===== config.mk =====
export PLATFORM = sky130hd
export DESIGN_NAME = quote_aware_pattern_search_core
export DESIGN_NICKNAME = d
export VERILOG_FILES = /design/src/hdl/qaps_pkg.sv /design/src/hdl/qaps_front.sv /design/src/hdl/qaps_queue.sv /design/src/hdl/qaps_back.sv /design/src/hdl/quote_aware_pattern_search_core.sv
export SDC_FILE = /design/constraint.sdc
export NUM_CORES = 1
export LEC_CHECK = 0
export BUFFER_PORTS_ARGS = -buffer_cell sky130_fd_sc_hd__buf_2
export CAP_MARGIN = 20
export CORE_ASPECT_RATIO = 1.4
export CORE_MARGIN = 2
export CORE_UTILIZATION = 56
export DETAILED_ROUTE_END_ITERATION = 10
export HOLD_SLACK_MARGIN = 0.02
export PLACE_DENSITY = 0.89
export SLEW_MARGIN = 30
export SYNTH_ARGS = -nofsm -noshare
export SYNTH_HDL_FRONTEND = slang
export SYNTH_SLANG_ARGS = --single-unit
export TNS_END_PERCENT = 1

===== constraint.sdc =====
create_clock -name clk -period 4.58 [get_ports clk]
set_clock_uncertainty 0.15 [all_clocks]
set_input_delay 0 -clock clk [delete_from_list [all_inputs] [get_ports clk]]
set_output_delay 0 -clock clk [all_outputs]
set_load 0.02 [all_outputs]

===== src/hdl/qaps_pkg.sv =====
// ----------------------------------------------------------------------------
// qaps_pkg
// Shared types and constants for the quote-aware pattern search core.
// ----------------------------------------------------------------------------
package qaps_pkg;

	// pattern and position sizing
	localparam int PATTERN_MAX = 8;
	localparam int POS_W       = 32;
	localparam int PAT_IDX_W   = (PATTERN_MAX > 1) ? $clog2(PATTERN_MAX) : 1;
	localparam int LEN_W       = $clog2(PATTERN_MAX + 1);
	localparam int PLEN_W      = 4;
	localparam int PAT_W       = 8 * PATTERN_MAX;
	localparam int CFG_W       = 64;
	localparam int OFFS_W      = 32;
	localparam int MPOS_W      = 32;

	// queue between front and back
	localparam int QUEUE_DEPTH = 4;
	localparam int QUEUE_AW    = $clog2(QUEUE_DEPTH);

	// special characters
	localparam logic [7:0] CHR_DQ  = 8'h22;
	localparam logic [7:0] CHR_SQ  = 8'h27;
	localparam logic [7:0] CHR_BSL = 8'h5C;

	// configuration register indexes
	typedef enum logic [1:0] {
		REG_PATTERN_BYTES  = 2'd0,
		REG_PATTERN_LENGTH = 2'd1,
		REG_START_OFFSET   = 2'd2
	} reg_index_t;

	// literal tracker modes
	typedef enum logic [1:0] {
		LIT_OUT = 2'd0,
		LIT_DQ  = 2'd1,
		LIT_SQ  = 2'd2
	} lit_mode_t;

	// one classified word on its way from front to back
	typedef struct packed {
		logic [7:0]       code_byte;
		logic             elig;
		logic             last;
		logic [POS_W-1:0] pos;
	} queue_word_t;

	// queue status seen by front and back
	typedef struct packed {
		logic full;
		logic empty;
	} queue_status_t;

endpackage


===== src/hdl/qaps_front.sv =====
// ----------------------------------------------------------------------------
// qaps_front
// Accepts text bytes, tracks quoted literals and the byte position, and
// tags each byte with whether it may start a match.
// ----------------------------------------------------------------------------
module qaps_front import qaps_pkg::*; (
	input  logic                clk,
	input  logic                arst_n,
	input  logic                s_tvalid,
	output logic                s_tready,
	input  logic [7:0]          s_tdata,   // [7:0] code_byte
	input  logic                s_tlast,   // is_last
	input  logic [OFFS_W-1:0]   start_offset,
	input  queue_status_t       q_status,
	output logic                push,
	output queue_word_t         push_word
);

	lit_mode_t        mode_q, mode_d;
	logic [7:0]       prev_q, prev_d;
	logic [POS_W-1:0] idx_q, idx_d;
	logic             elig;
	logic             active;

	assign s_tready = !q_status.full;
	assign push     = s_tvalid && s_tready;
	assign active   = idx_q >= POS_W'(start_offset);

	// classify the incoming byte and work out the next tracker state
	always_comb begin
		mode_d = mode_q;
		prev_d = prev_q;
		elig   = 1'b0;
		if (active) begin
			unique case (mode_q)
				LIT_DQ: begin
					if (s_tdata == CHR_DQ && prev_q != CHR_BSL)
						mode_d = LIT_OUT;
				end
				LIT_SQ: begin
					if (s_tdata == CHR_SQ && prev_q != CHR_BSL)
						mode_d = LIT_OUT;
				end
				default: begin
					if (s_tdata == CHR_DQ)
						mode_d = LIT_DQ;
					else if (s_tdata == CHR_SQ)
						mode_d = LIT_SQ;
					else
						elig = 1'b1;
				end
			endcase
			prev_d = s_tdata;
		end
		// saturate the position
		idx_d = (idx_q == {POS_W{1'b1}}) ? idx_q : idx_q + POS_W'(1);
		// the last byte starts a fresh text
		if (s_tlast) begin
			mode_d = LIT_OUT;
			prev_d = 8'h00;
			idx_d  = '0;
		end
	end

	assign push_word = '{code_byte: s_tdata, elig: elig, last: s_tlast, pos: idx_q};

	// advance tracker state on each accepted word
	always_ff @(posedge clk or negedge arst_n) begin
		if (!arst_n) begin
			mode_q <= LIT_OUT;
			prev_q <= 8'h00;
			idx_q  <= '0;
		end else if (push) begin
			mode_q <= mode_d;
			prev_q <= prev_d;
			idx_q  <= idx_d;
		end
	end

endmodule


===== src/hdl/qaps_queue.sv =====
// ----------------------------------------------------------------------------
// qaps_queue
// Short register queue that decouples the front from the back.
// ----------------------------------------------------------------------------
module qaps_queue import qaps_pkg::*; (
	input  logic          clk,
	input  logic          arst_n,
	input  logic          push,
	input  queue_word_t   push_word,
	input  logic          pop,
	output queue_word_t   head_word,
	output queue_status_t status
);

	queue_word_t         mem_q [QUEUE_DEPTH];
	logic [QUEUE_AW-1:0] wr_ptr_q;
	logic [QUEUE_AW-1:0] rd_ptr_q;
	logic [QUEUE_AW:0]   count_q;

	assign status.full  = count_q == (QUEUE_AW+1)'(QUEUE_DEPTH);
	assign status.empty = count_q == '0;
	assign head_word    = mem_q[rd_ptr_q];

	// store pushed words
	always_ff @(posedge clk) begin
		if (push)
			mem_q[wr_ptr_q] <= push_word;
	end

	// move pointers and fill count
	always_ff @(posedge clk or negedge arst_n) begin
		if (!arst_n) begin
			wr_ptr_q <= '0;
			rd_ptr_q <= '0;
			count_q  <= '0;
		end else begin
			if (push)
				wr_ptr_q <= wr_ptr_q + QUEUE_AW'(1);
			if (pop)
				rd_ptr_q <= rd_ptr_q + QUEUE_AW'(1);
			if (push && !pop)
				count_q <= count_q + (QUEUE_AW+1)'(1);
			else if (pop && !push)
				count_q <= count_q - (QUEUE_AW+1)'(1);
		end
	end

	a_no_overflow: assert property (@(posedge clk) disable iff (!arst_n)
		status.full && !pop |-> !push)
		else $error("queue written while full");

	a_no_underflow: assert property (@(posedge clk) disable iff (!arst_n)
		status.empty |-> !pop)
		else $error("queue read while empty");

endmodule


===== src/hdl/qaps_back.sv =====
// ----------------------------------------------------------------------------
// qaps_back
// Shifts classified bytes into the match window, compares against the
// pattern and holds the single result word for the output side.
// ----------------------------------------------------------------------------
module qaps_back import qaps_pkg::*; (
	input  logic                clk,
	input  logic                arst_n,
	input  logic [PAT_W-1:0]    pattern_bytes,
	input  logic [PLEN_W-1:0]   pattern_length,
	input  queue_status_t       q_status,
	input  queue_word_t         head_word,
	output logic                pop,
	output logic                m_tvalid,
	input  logic                m_tready,
	output logic [MPOS_W-1:0]   m_tdata,   // [31:0] match_position
	output logic                m_tuser    // found
);

	logic [7:0]           win_q  [PATTERN_MAX];
	logic [PATTERN_MAX-1:0] elig_q;
	logic                 done_q;
	logic                 valid_q;
	logic                 found_q;
	logic [MPOS_W-1:0]    mpos_q;

	logic [7:0]           win_n  [PATTERN_MAX];
	logic [PATTERN_MAX-1:0] elig_n;
	logic [LEN_W-1:0]     len;
	logic [PAT_IDX_W-1:0] len_m1;
	logic [PATTERN_MAX-1:0] byte_ok;
	logic                 hit;
	logic [POS_W-1:0]     hit_pos;
	logic                 res_load;

	// clamp the pattern length
	assign len    = (pattern_length > PLEN_W'(PATTERN_MAX)) ? LEN_W'(PATTERN_MAX)
	                                                        : LEN_W'(pattern_length);
	assign len_m1 = PAT_IDX_W'(len - LEN_W'(1));

	// window as it stands after this byte
	always_comb begin
		win_n[0]  = head_word.code_byte;
		elig_n[0] = head_word.elig;
		for (int k = 1; k < PATTERN_MAX; k++) begin
			win_n[k]  = win_q[k-1];
			elig_n[k] = elig_q[k-1];
		end
	end

	// compare each window byte with its pattern byte
	always_comb begin
		logic [PAT_IDX_W-1:0] pi;
		for (int k = 0; k < PATTERN_MAX; k++) begin
			pi         = PAT_IDX_W'(len_m1 - PAT_IDX_W'(k));
			byte_ok[k] = (k >= int'(len)) ||
			             (win_n[k] == pattern_bytes[{pi, 3'b000} +: 8]);
		end
	end

	assign hit     = (len == '0) ? head_word.elig : (elig_n[len_m1] && (&byte_ok));
	assign hit_pos = (len == '0) ? head_word.pos : head_word.pos - POS_W'(len_m1);

	// take a word when the output register is free or draining
	assign pop      = !q_status.empty && (!valid_q || m_tready);
	assign res_load = pop && !done_q && (hit || head_word.last);

	// window, eligibility flags and done flag
	always_ff @(posedge clk or negedge arst_n) begin
		if (!arst_n) begin
			elig_q <= '0;
			done_q <= 1'b0;
			for (int k = 0; k < PATTERN_MAX; k++)
				win_q[k] <= 8'h00;
		end else if (pop) begin
			if (head_word.last) begin
				elig_q <= '0;
				done_q <= 1'b0;
				for (int k = 0; k < PATTERN_MAX; k++)
					win_q[k] <= 8'h00;
			end else begin
				elig_q <= elig_n;
				win_q  <= win_n;
				if (res_load)
					done_q <= 1'b1;
			end
		end
	end

	// output register: hold the result until it is taken
	always_ff @(posedge clk or negedge arst_n) begin
		if (!arst_n)
			valid_q <= 1'b0;
		else if (res_load)
			valid_q <= 1'b1;
		else if (m_tready)
			valid_q <= 1'b0;
	end

	always_ff @(posedge clk) begin
		if (res_load) begin
			found_q <= hit;
			mpos_q  <= hit ? MPOS_W'(hit_pos) : '0;
		end
	end

	assign m_tvalid = valid_q;
	assign m_tdata  = mpos_q;
	assign m_tuser  = found_q;

	a_hold_when_stalled: assert property (@(posedge clk) disable iff (!arst_n)
		valid_q && !m_tready |-> !pop)
		else $error("queue drained while result stalled");

	a_done_after_result: assert property (@(posedge clk) disable iff (!arst_n)
		res_load && !head_word.last |=> done_q)
		else $error("done flag not set after result");

	a_one_per_text: assert property (@(posedge clk) disable iff (!arst_n)
		pop && head_word.last |=> !done_q && elig_q == '0)
		else $error("text state not cleared at last byte");

endmodule


===== src/hdl/quote_aware_pattern_search_core.sv =====
// ----------------------------------------------------------------------------
// quote_aware_pattern_search_core
// Finds the first match of a short pattern that starts outside quoted
// literals in a byte stream; one found/not-found result per text.
// ----------------------------------------------------------------------------
//  channel | direction | tdata            | tlast   | tuser
//  s_      | in        | [7:0] code_byte  | is_last | -
//  m_      | out       | [31:0] match_pos | -       | found
//  cfg_    | in        | cfg_wdata by cfg_index (0 pattern, 1 length, 2 offset)
//
// One byte per cycle sustained while the queue has room; the literal tracker in the front
// and the window compare in the back each take a word every cycle unless held by a full queue or a stalled result.
// A byte reaches the result through a queue entry and the output register.
// A four-word queue lets the front keep taking bytes while m_tready is low.
// Reset clears the configuration registers and all text state; no clear pass.
// ----------------------------------------------------------------------------
module quote_aware_pattern_search_core import qaps_pkg::*; (
	input  logic                clk,
	input  logic                arst_n,
	input  logic                cfg_wr_en,
	input  logic [1:0]          cfg_index,
	input  logic [CFG_W-1:0]    cfg_wdata,
	input  logic                s_tvalid,
	output logic                s_tready,
	input  logic [7:0]          s_tdata,   // [7:0] code_byte
	input  logic                s_tlast,   // is_last
	output logic                m_tvalid,
	input  logic                m_tready,
	output logic [MPOS_W-1:0]   m_tdata,   // [31:0] match_position
	output logic                m_tuser    // found
);

	logic [PAT_W-1:0]  pattern_q;
	logic [PLEN_W-1:0] plen_q;
	logic [OFFS_W-1:0] offset_q;

	logic              push;
	logic              pop;
	queue_word_t       push_word;
	queue_word_t       head_word;
	queue_status_t     q_status;

	// configuration registers
	always_ff @(posedge clk or negedge arst_n) begin
		if (!arst_n) begin
			pattern_q <= '0;
			plen_q    <= '0;
			offset_q  <= '0;
		end else if (cfg_wr_en) begin
			unique case (cfg_index)
				REG_PATTERN_BYTES:  pattern_q <= PAT_W'(cfg_wdata);
				REG_PATTERN_LENGTH: plen_q    <= cfg_wdata[PLEN_W-1:0];
				REG_START_OFFSET:   offset_q  <= cfg_wdata[OFFS_W-1:0];
				default: ;
			endcase
		end
	end

	qaps_front u_front (
		.clk          (clk),
		.arst_n       (arst_n),
		.s_tvalid     (s_tvalid),
		.s_tready     (s_tready),
		.s_tdata      (s_tdata),
		.s_tlast      (s_tlast),
		.start_offset (offset_q),
		.q_status     (q_status),
		.push         (push),
		.push_word    (push_word)
	);

	qaps_queue u_queue (
		.clk       (clk),
		.arst_n    (arst_n),
		.push      (push),
		.push_word (push_word),
		.pop       (pop),
		.head_word (head_word),
		.status    (q_status)
	);

	qaps_back u_back (
		.clk            (clk),
		.arst_n         (arst_n),
		.pattern_bytes  (pattern_q),
		.pattern_length (plen_q),
		.q_status       (q_status),
		.head_word      (head_word),
		.pop            (pop),
		.m_tvalid       (m_tvalid),
		.m_tready       (m_tready),
		.m_tdata        (m_tdata),
		.m_tuser        (m_tuser)
	);

endmodule

# Yosys cells after proc, flatten, opt, wreduce, memory -nomap -nowiden
# Memory sizes are Yosys's and may differ from the RTL's.
# Index checks and enable logic that the tools add are counted.
# word_totals
ram_bits,168
reg_bits,247
out_inout_bits,35
inputBits,80
wordCells,147
n_memories,1
# mem_list
memory,words,width,rd,rd_clocked_by_memory_dff,wr,line_no,rtl
u_queue.mem_q,4,42,1,0,1,qaps_queue.sv:15,queue_word_t mem_q [QUEUE_DEPTH];
# classes
shift,8
n_addsub,14
magnitude_cmp,11
eq_ne,20
mux,30
reduce_logical,42
# ops
cell,n
$shiftx A64 B7 Y8,8
$mux W32,3
$eq A8 B8 Y1,8
$mux W64,1
$add A32 B1 Y32 const B,1
$eq A32 B32 Y1 const B,1
$ge A32 B32 Y1,1
$sub A32 B3 Y32,1
$eq A8 B6 Y1 const B,2
$ge A3 B4 Y1 const A,4
$mux W8,2
$mux W1,12
$mux W2,6
$reduce_and A2 Y1,6
$sub A3 B3 Y3 const B,4
$logic_or A1 B1 Y1,10
$logic_and A1 B1 Y1,9
$sub A3 B1 Y3 const B,3
$ge A1 B4 Y1 const A,2
$ge A2 B4 Y1 const A,2
$ne A8 B7 Y1 const B,1
$reduce_and A8 Y1,1
$reduce_bool A2 Y1,4
$mux W7,1
21 further kinds,32

# Logic depth before layout (Yosys ltp)
# depth
depth_word,14
depth_mapped,18
depth_no_buf,13

# Modules after synthesis
# From an unflattened synthesis, not the netlist that was laid out.
# unflattened
hier_cells,1877
area_unflattened_um2,22979.5
# by_module_without_submodules
mod,cells_each,area_per_inst_um2,n_inst,seq_area_each_um2
qaps_back,1019,9238.9,1,2617.5
qaps_queue,254,6512.5,1,5220.0
quote_aware_pattern_search_core,213,3854.9,1,2502.4
qaps_front,391,3373.2,1,1051.0

# Least setup slack after synthesis
# OpenSTA, ideal clock, no wires.
# synth_path
kind,register to register
from,register plen_q[3]
to,"register u_back.mpos_q[0] (netlist: u_back.m_tdata[0]), enable pin"
setup_slack_ps,-89
n_path_buf,5
stages_incl_launch_ff,16
t_arrival_ps,4128
setup_ps,391
synth_period_minus_slack_ps,4669
cell_sequence,dfrtp_1 nand2b_1 buf_4 buf_2 buf_1 ha_1 clkbuf_1 clkbuf_1 mux4_2 mux2i_1 xnor2_1 nor4_1 a31oi_1 nor3_1 nand4_1 nand2_1
# synth_via
elab_chain_cells,12
word_cells_on_any_way,50
classes_between,add/sub (8); order compare (9); eq/ne (8); shift (8); mux (4); reduce/logical (13)
# synth_lines
item,line_no,rtl
from (decl),quote_aware_pattern_search_core.sv:34,logic [PLEN_W-1:0] plen_q;
from (signal assigned),quote_aware_pattern_search_core.sv:52,REG_PATTERN_LENGTH: plen_q <= cfg_wdata[PLEN_W-1:0];
$gt A4 B4 Y1,qaps_back.sv:37,assign len = (pattern_length > PLEN_W'(PATTERN_MAX)) ? LEN_W'(PATTERN_MAX)
$mux W4 (*),qaps_back.sv:37,
$sub A3 B1 Y3,qaps_back.sv:39,assign len_m1 = PAT_IDX_W'(len - LEN_W'(1));
"$sub A3 B1 Y3, or another cell as far along",qaps_back.sv:55,pi = PAT_IDX_W'(len_m1 - PAT_IDX_W'(k));
$shiftx A64 B7 Y8,qaps_back.sv:57,"(win_n[k] == pattern_bytes[{pi, 3'b000} +: 8]);"
$eq A8 B8 Y1,qaps_back.sv:57,
$logic_or A1 B1 Y1,qaps_back.sv:56,byte_ok[k] = (k >= int'(len)) ||
$reduce_and A8 Y1,qaps_back.sv:61,assign hit = (len == '0) ? head_word.elig : (elig_n[len_m1] && (&byte_ok));
$logic_and A1 B1 Y1,qaps_back.sv:61,
$mux W1 (*),qaps_back.sv:61,
$logic_or A1 B1 Y1 (*),qaps_back.sv:66,assign res_load = pop && !done_q && (hit || head_word.last);
$logic_and A1 B1 Y1 (*),qaps_back.sv:66,
net u_back.res_load,qaps_back.sv:34,logic res_load;
to (signal assigned),qaps_back.sv:103,mpos_q <= hit ? MPOS_W'(hit_pos) : '0;
to (decl),qaps_back.sv:25,logic [MPOS_W-1:0] mpos_q;
# The timed path passes the listed nets; every way through them passes the cells marked *. The select of a mux whose other input is x is not followed.
# A chain may end at the register's enable or synchronous reset.

# Worst setup path after layout
# layout_path
from,register plen_q[3]
to,"register u_back.mpos_q[28] (netlist: u_back.m_tdata[28]), data pin"
# layout_via
elab_chain_cells,10
word_cells_on_any_way,50
classes_between,add/sub (9); order compare (9); eq/ne (8); shift (8); mux (5); reduce/logical (11)
# layout_lines
item,line_no
$gt A4 B4 Y1,qaps_back.sv:37
$mux W4 (*),qaps_back.sv:37
$sub A3 B1 Y3,qaps_back.sv:39
"$sub A3 B1 Y3, or another cell as far along",qaps_back.sv:55
$shiftx A64 B7 Y8,qaps_back.sv:57
$eq A8 B8 Y1,qaps_back.sv:57
$logic_or A1 B1 Y1,qaps_back.sv:56
$reduce_and A8 Y1,qaps_back.sv:61
$logic_and A1 B1 Y1,qaps_back.sv:61
$mux W1,qaps_back.sv:61
# Every way passes the cells marked *; elsewhere a longest branch is shown, timed or not. The select of a mux whose other input is x is not followed.

==> results.toml <==
[setup_path]
r2r-end = "u_back.m_tdata[28]$_SDFFCE_PN0P_"
ff2ff_path_depth = 14
path_max_fanout = 19
crit_chain = "nand2b_1, buf_4, ha_1, buf_4, xnor2_1, ha_1, a21oi_1, o211ai_1, nor3_1, nand2_1, nor2_1, nand3b_1, xor2_1, nor2_1"
critPathLaunchType = "flop"
cp.buffers_inverters = 2
critPathMaxStageDelay_ns = 0.54
ff2ff_setup_slack_ns = 0.34
reg2reg_from = "plen_q[3]$_DFFE_PN0P_"
cp-startpoint = "plen_q[3]$_DFFE_PN0P_"
crit_arrival_ns = 4.40
cp_slowest_cell = "nor3_1"
end_kind = "flop"
worstSetupPathType = "flop to flop"
path_delay_family = "simple AND/OR/NAND/NOR gates"
cp.required_ns = 4.74

[logic_synthesis]
synth_top_area_share_pct = 27.8
syn-num-nets = 1890
yosysUniqueCellTypes = 76
synth_top_area_cell = "edfxtp_1"
ys_ff_latch = 415
yosysWarnings = 0
ys_seq_area_share_pct = 52.4
synth_ff_type = "dfrtp_1"
postSynth.asyncResetShare_pct = 51.6
synth-edff-count = 201
syn_area_sq_um = 21700
avgSynthCellArea_sq_um = 12.3
syn_inst = 1762
synthTopCellsByArea = "edfxtp_1, dfrtp_1, mux4_2, mux2_2, nand2_1"

[clocking]
clk_latency_ns = 0.56
htreeDepth = 2
post-cts-setup-buffers = 0
cts_tree = "yes"
cts_buffers = 40
cts_root_buffer = "clkbuf_16"
cts.clk_slew.worst_paths_ns = 0.06
clkSinkCount = 415
clockBufferDepth = 3
cts_resized = 0

[routing]
vias_per_cell = 6.33
firstDrtPassIters = 6
drtIter0Drc = 1781
drc = 0
vias = 16000
ant_nets = 0
drt_wl_total_microns = 66900
wl_per_cell_microns = 26.5

[die]
row_count = 85
num_io_pins = 115
fp.dieH_microns = 237
die_w_microns = 171
start_util_pct = 56.6
core_area_sq_um = 38400
die_area_sq_um = 40500

[finish]
fin_area_sq_um = 25300
final_common_cell = "dfrtp_1"
area_growth_pct = 16.5
layout_common_cells = "dfrtp_1, edfxtp_1, nand2_1, mux2_2, buf_2"
nets = 2100
drive_above_1_share_pct = 24.7
fill_cells = 2624

[timing]
period_share_pct = 92.6
fmax_mhz = 236
finalWorstSetupSlack_ns = 0.338
tightest_slew_ns = 0.891
rsz0062_at_grt = "false"
setup_tns_ns = 0
fin_crit_ns = 4.24
hold_viol_final = 0
slew_violations = 0
finalSetupViolations = 0
slew-limit-headroom_pct = 40.6

[power]
combPwrFrac_pct = 39.9
p_switching_w = 0.00580
internal-power_w = 0.00939
switching_share_pct = 38.2
cellPowerDensity_nw_per_um2 = 600
power_w = 0.0152
seqPwrFrac_pct = 37.7
clkPwrFrac_pct = 22.4
power_leakage_nw = 10.0
peakVddDrop_uv = 370

[place]
hpwl_microns = 47200
dp_slack_ns = 0.476
placed_area_sq_um = 23200
io_buffers = 114
routabilityCongestion = 0.985

[global_routing]
grt_pass1_wl_microns = 99700
grt_max_degree = 99
grt_usage_pct = 33.3
grt_pass1_vias = 16100
grt.overflow.total = 0
antenna_found_initial = 1

[hold_path]
worstHoldStart = "cfg_wdata[43]"
hold_path_end = "pattern_q[43]$_DFFE_PN0P_"
hold_class = "input pin to flop"
hold_depth = 3

[run_status]
status = "finished, final reports clean"

[job]
maxCapViolCount = 0
==> Yosys cell counts, types with 8 or more instances <==
cell type  instances
o311ai_0           8
dfrtp_1          214
a21oi_1           28
o22ai_1           26
and3_1            17
nor2_2            17
a211oi_1          13
mux2_2           114
clkbuf_1          52
nor4_1            16
o21ai_0          102
or3_1             21
ha_1              47
inv_1             68
xnor2_1           66
nand2_1          190
edfxtp_1         201
nand3_1           35
xor2_1            54
buf_2             27
nand4_1           14
mux4_2            86
a21o_1            16
nor3b_1           17
nor3_1            27
nand2b_1          18
mux2i_1           70
nor2_1            74
==> how the worst max path moves through the flow <==
stage	end	slack, ns	cells after the start
final	u_back.m_tdata[28]$_SDFFCE_PN0P_	0.34	14
after global placement	u_back.m_tdata[18]$_SDFFCE_PN0P_	0.60	12
after detailed placement	u_back.m_tdata[22]$_SDFFCE_PN0P_	0.48	13
after floorplan	u_back.m_tdata[28]$_SDFFCE_PN0P_	0.06	17
after global routing	u_back.m_tdata[22]$_SDFFCE_PN0P_	0.08	13
after CTS	u_back.m_tdata[14]$_SDFFCE_PN0P_	0.39	13
==> layout make-up <==
class	instances	area, sq um	area share (%)
Antenna cell	1	2.50	0.00988
Timing Repair Buffer	264	1970	7.76
Tap cell	522	653	2.58
Clock buffer	59	1200	4.72
Clock inverter	14	164	0.647
Sequential cell	415	11400	45.0
Inverter	70	265	1.05
Multi-Input combinational cell	1181	9690	38.3
==> per-stage QoR <==
stage               hold WS, ns  util, %  cells
detailed placement      -0.0176     60.3   2371
floorplan                -0.446        -   1762
CTS                      0.0446     66.0   2525
global route             0.0666     66.0   2525
finish                   0.0588     66.0   2526
global placement        -0.0311     60.3   2371
==> worst reg2reg max path, stage by stage, from the launching register on <==
cell and delay (ns):
dfrtp_1 0.42, nand2b_1 0.20, buf_4 0.17, ha_1 0.29, buf_4 0.33, xnor2_1 0.17
ha_1 0.22, a21oi_1 0.26, o211ai_1 0.20, nor3_1 0.54, nand2_1 0.21, nor2_1 0.34
nand3b_1 0.19, xor2_1 0.23, nor2_1 0.07
==> kinds of logic after synthesis <==
kind of cell	after synthesis	share of synthesized area, %
buffers and inverters	166	3.29
and+or+nand+nor	483	10.8
AOI/OAI and AO/OA	258	7.70
muxes	270	18.0
xor gates and xnor gates	122	5.02
DFF	415	52.4
adders and majority gates	48	2.80
==> layer usage <==
layer	track usage (%)	vias to the layer above	routed length, microns
met5	0	-	0
met4	23.9	0	5820
met3	4.20	244	4340
met2	56.6	865	33500
met1	38.9	7962	23200
li1	-	6913	-
==> repair_timing <==
| item | CTS | global route |
|---|---|---|
| hold buffers | 81 | 0 |
| hold endpoints to repair | 275 | 0 |
| endpoints found under the setup margin | 0 | 0 |
==> power groups by stage <==
stage	Clock, W	Sequential, W	Combinational (W)
floorplan	0	0.00555	0.00402
finish	0.00340	0.00573	0.00607
detailed placement	0	0.00575	0.00587
CTS	0.00342	0.00570	0.00602
global route	0.00356	0.00578	0.00647
global placement	0	0.00570	0.00572
==> state kept, by name, summed over array words and instances, names as in the netlist, 2 cells and up <==
signal,cells
pattern_q,64
u_back.elig_q,7
offset_q,32
plen_q,4
u_back.win_n,56
u_queue.rd_ptr_q,2
u_queue.mem_q,168
u_back.m_tdata,32
u_queue.count_q,3
u_queue.wr_ptr_q,2
u_front.mode_q,2
u_front.idx_q,32
u_front.prev_q,8
Note: power is estimated with default switching activity, not from simulation.
